<file path="src/hdl/tsnf_pkg.sv">
// Shared types, constants and helpers of the tone stack nodal filter.
// Used by tsnf_alu and tone_stack_nodal_filter_top; depends on nothing.
package tsnf_pkg;

   localparam int VAL_W = 48;
   localparam int SAMPLE_W = 24;
   localparam int OHM_W = 20;
   localparam int CSR_W = 32;
   localparam int CSR_ADDR_W = 3;
   localparam int SHIFT_W = 6;

   typedef logic signed [VAL_W-1:0] val_type;
   typedef logic [VAL_W-1:0] umag_type;
   typedef logic signed [VAL_W+3:0] wide_type;

   // Largest positive value and the magnitude bound of the 48-bit range
   localparam val_type VAL_MAX = {1'b0, {(VAL_W-1){1'b1}}};
   localparam val_type VAL_MIN = {1'b1, {(VAL_W-1){1'b0}}};
   localparam umag_type TOP47 = {1'b1, {(VAL_W-1){1'b0}}};

   // One siemens in units of 2^-8 nS
   localparam logic [VAL_W-1:0] SIEMENS = 48'd256000000000;

   // Default resistor values in ohms
   localparam int DEF_SLOPE_RES = 100000;
   localparam int DEF_TREBLE_POT_RES = 250000;
   localparam int DEF_BASS_POT_RES = 250000;
   localparam int DEF_MID_POT_RES = 10000;

   // Request to the shared arithmetic unit
   typedef struct packed {
      logic                start;
      logic                is_div;
      logic [SHIFT_W-1:0]  shift;
   } alu_req_type;

   // Magnitude of a 48-bit signed value
   function automatic umag_type mag48(input val_type x);
      mag48 = x[VAL_W-1] ? umag_type'(-x) : umag_type'(x);
   endfunction

   // Sign-extend to the wide sum type
   function automatic wide_type sx(input val_type x);
      sx = {{4{x[VAL_W-1]}}, x};
   endfunction

   // Clamp a wide sum to the 48-bit signed range
   function automatic val_type sat48(input wide_type x);
      if (x > sx(VAL_MAX)) begin
         sat48 = VAL_MAX;
      end else if (x < sx(VAL_MIN)) begin
         sat48 = VAL_MIN;
      end else begin
         sat48 = x[VAL_W-1:0];
      end
   endfunction

endpackage

</file>
<file path="src/hdl/tsnf_alu.sv">
// Shared multiply / divide unit of the tone stack nodal filter.
// Depends on tsnf_pkg. Multiply: four 24x24 partial products; divide: one bit a cycle.
module tsnf_alu
   import tsnf_pkg::*;
(
   input  logic        clock,
   input  logic        reset,
   input  alu_req_type req,
   input  val_type     opa,
   input  val_type     opb,
   output logic        done,
   output val_type     result
);

   localparam int CNT_W = 7;
   localparam int HALF = VAL_W / 2;

   logic                busy_ff, busy_in;
   logic                is_div_ff, is_div_in;
   logic [CNT_W-1:0]    cnt_ff, cnt_in;
   umag_type            ua_ff, ua_in;
   umag_type            ub_ff, ub_in;
   logic                neg_ff, neg_in;
   logic [SHIFT_W-1:0]  sh_ff, sh_in;
   logic [2*VAL_W-1:0]  prod_ff, prod_in;
   umag_type            rem_ff, rem_in;
   umag_type            dsr_ff, dsr_in;
   logic [VAL_W:0]      q_ff, q_in;
   logic                ovf_ff, ovf_in;
   logic                done_ff, done_in;
   val_type             res_ff, res_in;

   logic [HALF-1:0]     xa, xb;
   logic [VAL_W-1:0]    pp;
   logic [2*VAL_W-1:0]  pp_ext, shifted;
   logic [VAL_W:0]      rt;
   logic                ge;
   logic [CNT_W-1:0]    limit;
   umag_type            m;

   assign done = done_ff;
   assign result = res_ff;

   // Partial product select for the current multiply step
   always_comb begin
      xa = (cnt_ff[0]) ? ua_ff[VAL_W-1:HALF] : ua_ff[HALF-1:0];
      xb = (cnt_ff[1]) ? ub_ff[VAL_W-1:HALF] : ub_ff[HALF-1:0];
      pp = xa * xb;
      unique case (cnt_ff[1:0])
         2'd0: pp_ext = {{VAL_W{1'b0}}, pp};
         2'd3: pp_ext = {pp, {VAL_W{1'b0}}};
         default: pp_ext = {{HALF{1'b0}}, pp, {HALF{1'b0}}};
      endcase
      shifted = prod_ff >> sh_ff;
      rt = {rem_ff, dsr_ff[VAL_W-1]};
      ge = (rt >= {1'b0, ub_ff});
      limit = is_div_ff ? (CNT_W'(VAL_W) + CNT_W'(sh_ff)) : CNT_W'(4);
   end

   always_comb begin
      busy_in = busy_ff;
      is_div_in = is_div_ff;
      cnt_in = cnt_ff;
      ua_in = ua_ff;
      ub_in = ub_ff;
      neg_in = neg_ff;
      sh_in = sh_ff;
      prod_in = prod_ff;
      rem_in = rem_ff;
      dsr_in = dsr_ff;
      q_in = q_ff;
      ovf_in = ovf_ff;
      done_in = 1'b0;
      res_in = res_ff;
      m = '0;
      if (!busy_ff) begin
         // Latch operands on a start request
         if (req.start) begin
            busy_in = 1'b1;
            is_div_in = req.is_div;
            cnt_in = '0;
            ua_in = mag48(opa);
            ub_in = mag48(opb);
            neg_in = opa[VAL_W-1] ^ opb[VAL_W-1];
            sh_in = req.shift;
            prod_in = '0;
            rem_in = '0;
            dsr_in = mag48(opa);
            q_in = '0;
            ovf_in = 1'b0;
         end
      end else if (cnt_ff != limit) begin
         // Advance one step
         cnt_in = cnt_ff + CNT_W'(1);
         if (is_div_ff) begin
            dsr_in = {dsr_ff[VAL_W-2:0], 1'b0};
            rem_in = ge ? umag_type'(rt - {1'b0, ub_ff}) : rt[VAL_W-1:0];
            q_in = {q_ff[VAL_W-1:0], ge};
            ovf_in = ovf_ff | q_ff[VAL_W];
         end else begin
            prod_in = prod_ff + pp_ext;
         end
      end else begin
         // Saturate the magnitude and apply the sign
         if (is_div_ff) begin
            m = (ovf_ff || q_ff > {1'b0, TOP47}) ? TOP47 : q_ff[VAL_W-1:0];
         end else begin
            m = (|shifted[2*VAL_W-1:VAL_W-1]) ? TOP47 : {1'b0, shifted[VAL_W-2:0]};
         end
         if (neg_ff) begin
            res_in = val_type'(-m);
         end else begin
            res_in = (m == TOP47) ? VAL_MAX : val_type'(m);
         end
         done_in = 1'b1;
         busy_in = 1'b0;
      end
   end

   always_ff @(posedge clock) begin
      if (reset) begin
         busy_ff <= 1'b0;
         done_ff <= 1'b0;
      end else begin
         busy_ff <= busy_in;
         done_ff <= done_in;
      end
      is_div_ff <= is_div_in;
      cnt_ff <= cnt_in;
      ua_ff <= ua_in;
      ub_ff <= ub_in;
      neg_ff <= neg_in;
      sh_ff <= sh_in;
      prod_ff <= prod_in;
      rem_ff <= rem_in;
      dsr_ff <= dsr_in;
      q_ff <= q_in;
      ovf_ff <= ovf_in;
      res_ff <= res_in;
   end

endmodule

</file>
<file path="config.mk">
export PLATFORM = sky130hd
export DESIGN_NAME = tsnf_alu
export DESIGN_NICKNAME = d
export VERILOG_FILES = /design/src/hdl/tsnf_pkg.sv /design/src/hdl/tsnf_alu.sv
export SDC_FILE = /design/constraint.sdc
export NUM_CORES = 2
export LEC_CHECK = 0
export BUFFER_PORTS_ARGS = -buffer_cell sky130_fd_sc_hd__buf_4
export CORE_MARGIN = 2
export CORE_UTILIZATION = 47
export DETAILED_ROUTE_END_ITERATION = 8
export GPL_ROUTABILITY_DRIVEN = 0
export HOLD_SLACK_MARGIN = 0.15
export SLEW_MARGIN = 0
export SYNTH_ARGS = -nofsm -noshare
export SYNTH_HDL_FRONTEND = slang
export SYNTH_SLANG_ARGS = --single-unit
</file>
<file path="constraint.sdc">
create_clock -name clock -period 16.52 [get_ports clock]
set_clock_uncertainty 0.2 [all_clocks]
set_input_delay 3.304 -clock clock [delete_from_list [all_inputs] [get_ports clock]]
set_output_delay 3.304 -clock clock [all_outputs]
set_load 0.02 [all_outputs]
</file>
==> impl.org <==
** Timing
- In the finished design, the share of the clock period the worst path needs comes to roughly 83%.
- Highest Clock Rate :: 73.3 MHz
- Final count of negative-setup-slack endpoints :: 0
- Final min period :: 13.65 ns
- The final-report hold violation count was 0.
- Worst hold-check slack :: 0.323 ns
- Aggregate negative setup slack :: 0 ns
- Setup repair after global routing left no endpoint under its margin.
- For the pin with the worst max-slew slack, the measured transition is around 1.1 ns.
- The worst pin sits at a relative slew slack of 26.6%.
- The count of final max-slew check failures was 0.

** Drt
- First-pass iteration count of the detailed router :: 6
- Detailed-route vias per instance :: ~6.0
- Final Routed Wirelength :: 171000 microns
- Detailed-route via count :: 44200
- The first routing iteration left ~4300 violations.
- The count of nets left with antenna violations once routing finished came out at 0.
- Drt drc :: 0
- Routed len/inst :: ~23 microns

** Global route
- Overflow left after global routing :: 0
- The initial antenna violation count was 1.
- Global-route wire length before repair :: about 260000 microns
- Entering global routing, the biggest net connects approximately 130 pins.
- Overall fraction of global-route tracks in use :: roughly 29%
- The via count of the first global-routing pass came to 43300.

** Die
- I/O pin count :: 155
- Die Outline Area :: 117000 sq um
- For this configuration, the core starts out at a cell density of 47.5%.
- The floorplan step set the die height to 342 microns.
- The core region is 113000 sq um.
- The die is 342 microns wide.
- After floorplanning, the core was divided into 123 placement rows.

** Clock tree
- The H-tree was split into 2 levels.
- Clock tree root buffer cell :: clkbuf_16
- The number of clock buffers added by TritonCTS is 48.
- The clock net in this run drives a total of 403 sinks.
- The number of gates resized after CTS was 0.
- Worst-Skew Late Latency :: 0.63 ns
- Largest buffer count on any clock path :: 3
- Buffers inserted to repair hold after CTS numbered 0.
- CTS tree :: built
- Clock input transition at the sequential cells of the worst setup and hold paths :: 0.08 ns
- The number of setup buffers added after CTS is 0.

** Min path
- The worst hold path was traced through 2 stages.
- Hold Path Class :: flip-flop to flip-flop

** Synthesis
- The Yosys step of the flow raised 0 warnings.
- Counting every instance in the synthesized netlist gives 5811.
- Dominant combinational cell family by area after synthesis :: adder cells
- By area the synthesized netlist is led by edfxtp_1 (22%), fa_1 (18%), ha_1 (7.6%), mux4_2 (6.1%), inv_1 (4.7%).
- Distinct cell type count after synthesis :: 113
- Summing the areas of all and, or, nand and nor instances in the mapped netlist gives 16.0% of the synthesized area.
- When the netlist entered floorplanning its net count stood at 6725.
- Largest area contributor in the netlist :: edfxtp_1
- Of the total synthesized cell area, the portion taken by XOR and XNOR cells is 4.84%.
- Complex-gate fraction of the synthesized area :: 13.2%
- In this run the cell area of the synthesized design comes to 53600 sq um.
- A synthesized cell averages 9.22 sq um.
- After synthesis, the share of cell area in mux cells is 10.6%.
- Post-synth top flop :: edfxtp_1
- Most repeated cell in the gate-level netlist after synthesis :: inv_1
- Sequential area share after synthesis :: between 20% and 30%
- The synthesized design devotes to its leading area cell type 22.5% of total area.
- Seq cells post-synth :: about 400
- Summing the areas of all fa, ha and maj instances in the mapped netlist gives 25.7% of the synthesized area.
- Synth top cells by count :: inv_1 (675), nand2_1 (664), nor2_1 (619)
- For this run, asynchronously set or reset flops after synthesis account for 0%.
- Yosys mapped a number of flops with a built-in enable equal to ~400.

** Critical path
- Setup slack of the most critical reg-to-reg path :: 2.87 ns
- The critical path is of the flip-flop to flip-flop type.
- By instance count, the cell type seen most on the critical path is fa_1.
- Origin of the worst setup path :: cnt_ff[1]
- Data on the critical path arrives at its endpoint at 13.79 ns.
- Capture instance of the worst register-to-register path :: prod_ff[95]
- Largest stage delay on the critical path :: 0.93 ns
- Endpoint kind of the worst setup timing path :: flip-flop
- CP max FO :: 19
- Required time at the worst-slack endpoint :: 16.66 ns
- The critical path ends at prod_ff[95].
- R2R Path Start :: cnt_ff[1]
- Among all stages on the critical path, the largest delay is contributed by a2111oi_0.
- Kind of start point of the critical path :: flip-flop
- R2R cell count :: 44

** Flow run
- Across the run, the number of max-cap violations was 0.

** Layout
- In the final layout, the share of cells above drive strength 1 is 11.6%.
- The multi-input combinational cells in the finished layout cover a total of 37700 sq um.
- The filler cells instantiated in the layout total 10500.
- # diodes :: 0
- Sequential cell area in the final layout :: roughly 12000 sq um
- Total number of nets in the final design :: 6723
- Layout-stage area growth over the synthesis result :: 7.58%

** Placed design
- Port-buffer cells :: 154
- Detailed placement ended at an HPWL of between 100000 and 150000 microns.

** Status
- Outcome :: finished clean
worst min-delay path by stage:
stage	from	end	slack (ns)
after floorplan	busy_ff	done	0.28
after global placement	dsr_ff[33]	dsr_ff[34]	0.29
after detailed placement	dsr_ff[33]	dsr_ff[34]	0.30
after CTS	dsr_ff[33]	dsr_ff[34]	0.32
after global routing	dsr_ff[41]	dsr_ff[42]	0.35
final	dsr_ff[41]	dsr_ff[42]	0.32
routing by layer:
layer	vias to the layer above	wire length (microns)	global-route usage [%]
met5	-	0	0
met4	0	8500	12.4
met3	384	13100	4.41
met2	1954	78900	47.0
met1	21800	70900	39.2
li1	20000	-	-
sequential cells by signal, indices dropped and copies added, names as in the netlist, 6 cells and up:
| name | cells |
|---|---|
| result | 48 |
| cnt_ff | 7 |
| rem_ff | 48 |
| q_ff | 49 |
| dsr_ff | 48 |
| prod_ff | 96 |
| ub_ff | 48 |
| ua_ff | 48 |
| sh_ff | 6 |
metrics by stage:
stage / instances / setup WS (ns) / area, sq um / util [%]
finish: 7348 / 2.87 / 57600 / 51.1
CTS: 7348 / 2.90 / 57600 / 51.1
global placement: 7259 / 3.02 / 56100 / 49.8
global route: 7348 / 2.15 / 57600 / 51.1
detailed placement: 7259 / 2.91 / 56100 / 49.8
floorplan: 5811 / 4.59 / 53600 / -
area by class of cell:
cell class                 count  area share (%)
clock buffer                  50            2.10
clock inverter                39           0.521
inverter                     680            4.44
multi-input combinational   4429            65.5
sequential                   403            21.0
tap                         1500            3.26
timing repair buffer         247            3.24
cell usage in the layout, fill, tap and decap left out, drive strengths merged, types with 16 or more instances in the layout:
cell / synthesis / routed
clkbuf: 215 / 50
clkinv: 1 / 25
a22o: 37 / 37
or3: 49 / 49
nand4: 47 / 47
nand3: 105 / 105
a22oi: 16 / 16
or4: 19 / 19
and2: 116 / 116
nor4: 28 / 28
nor2b: 40 / 40
nand2b: 50 / 50
nand2: 665 / 665
mux2: 122 / 122
xnor2: 214 / 214
fa: 484 / 484
and3: 32 / 32
inv: 679 / 685
a211oi: 42 / 42
o21a: 24 / 24
nor2: 621 / 621
a211o: 16 / 16
mux2i: 102 / 102
a31oi: 29 / 29
a21oi: 246 / 246
o21bai: 30 / 30
edfxtp: 401 / 401
a21o: 116 / 116
buf: 84 / 247
o21ai: 292 / 292
o211ai: 22 / 22
xor2: 82 / 82
a21boi: 20 / 20
nor3: 66 / 66
mux4: 145 / 145
o31ai: 55 / 55
ha: 324 / 324
worst max-delay path, delay by kind of cell (launching register included):
kind | cells | cell delay [ns]
compound gates | 21 | 6.05
xor+xnor | 2 | 0.56
fa+ha+maj | 9 | 4.22
buf+inv | 6 | 0.94
flops | 1 | 0.86
simple gates | 6 | 0.57
logic make-up after synthesis:
family,Yosys count
AO/OA/AOI/OAI,1069
AND/OR/NAND/NOR,1887
multiplexers,369
buffers and inverters,979
XOR/XNOR,296
flip-flops,403
adder cells (fa/ha/maj),808
Power is left out: the tool's default activity adds up to more than one toggle a clock period on the data nets, which glitch-free logic cannot reach.
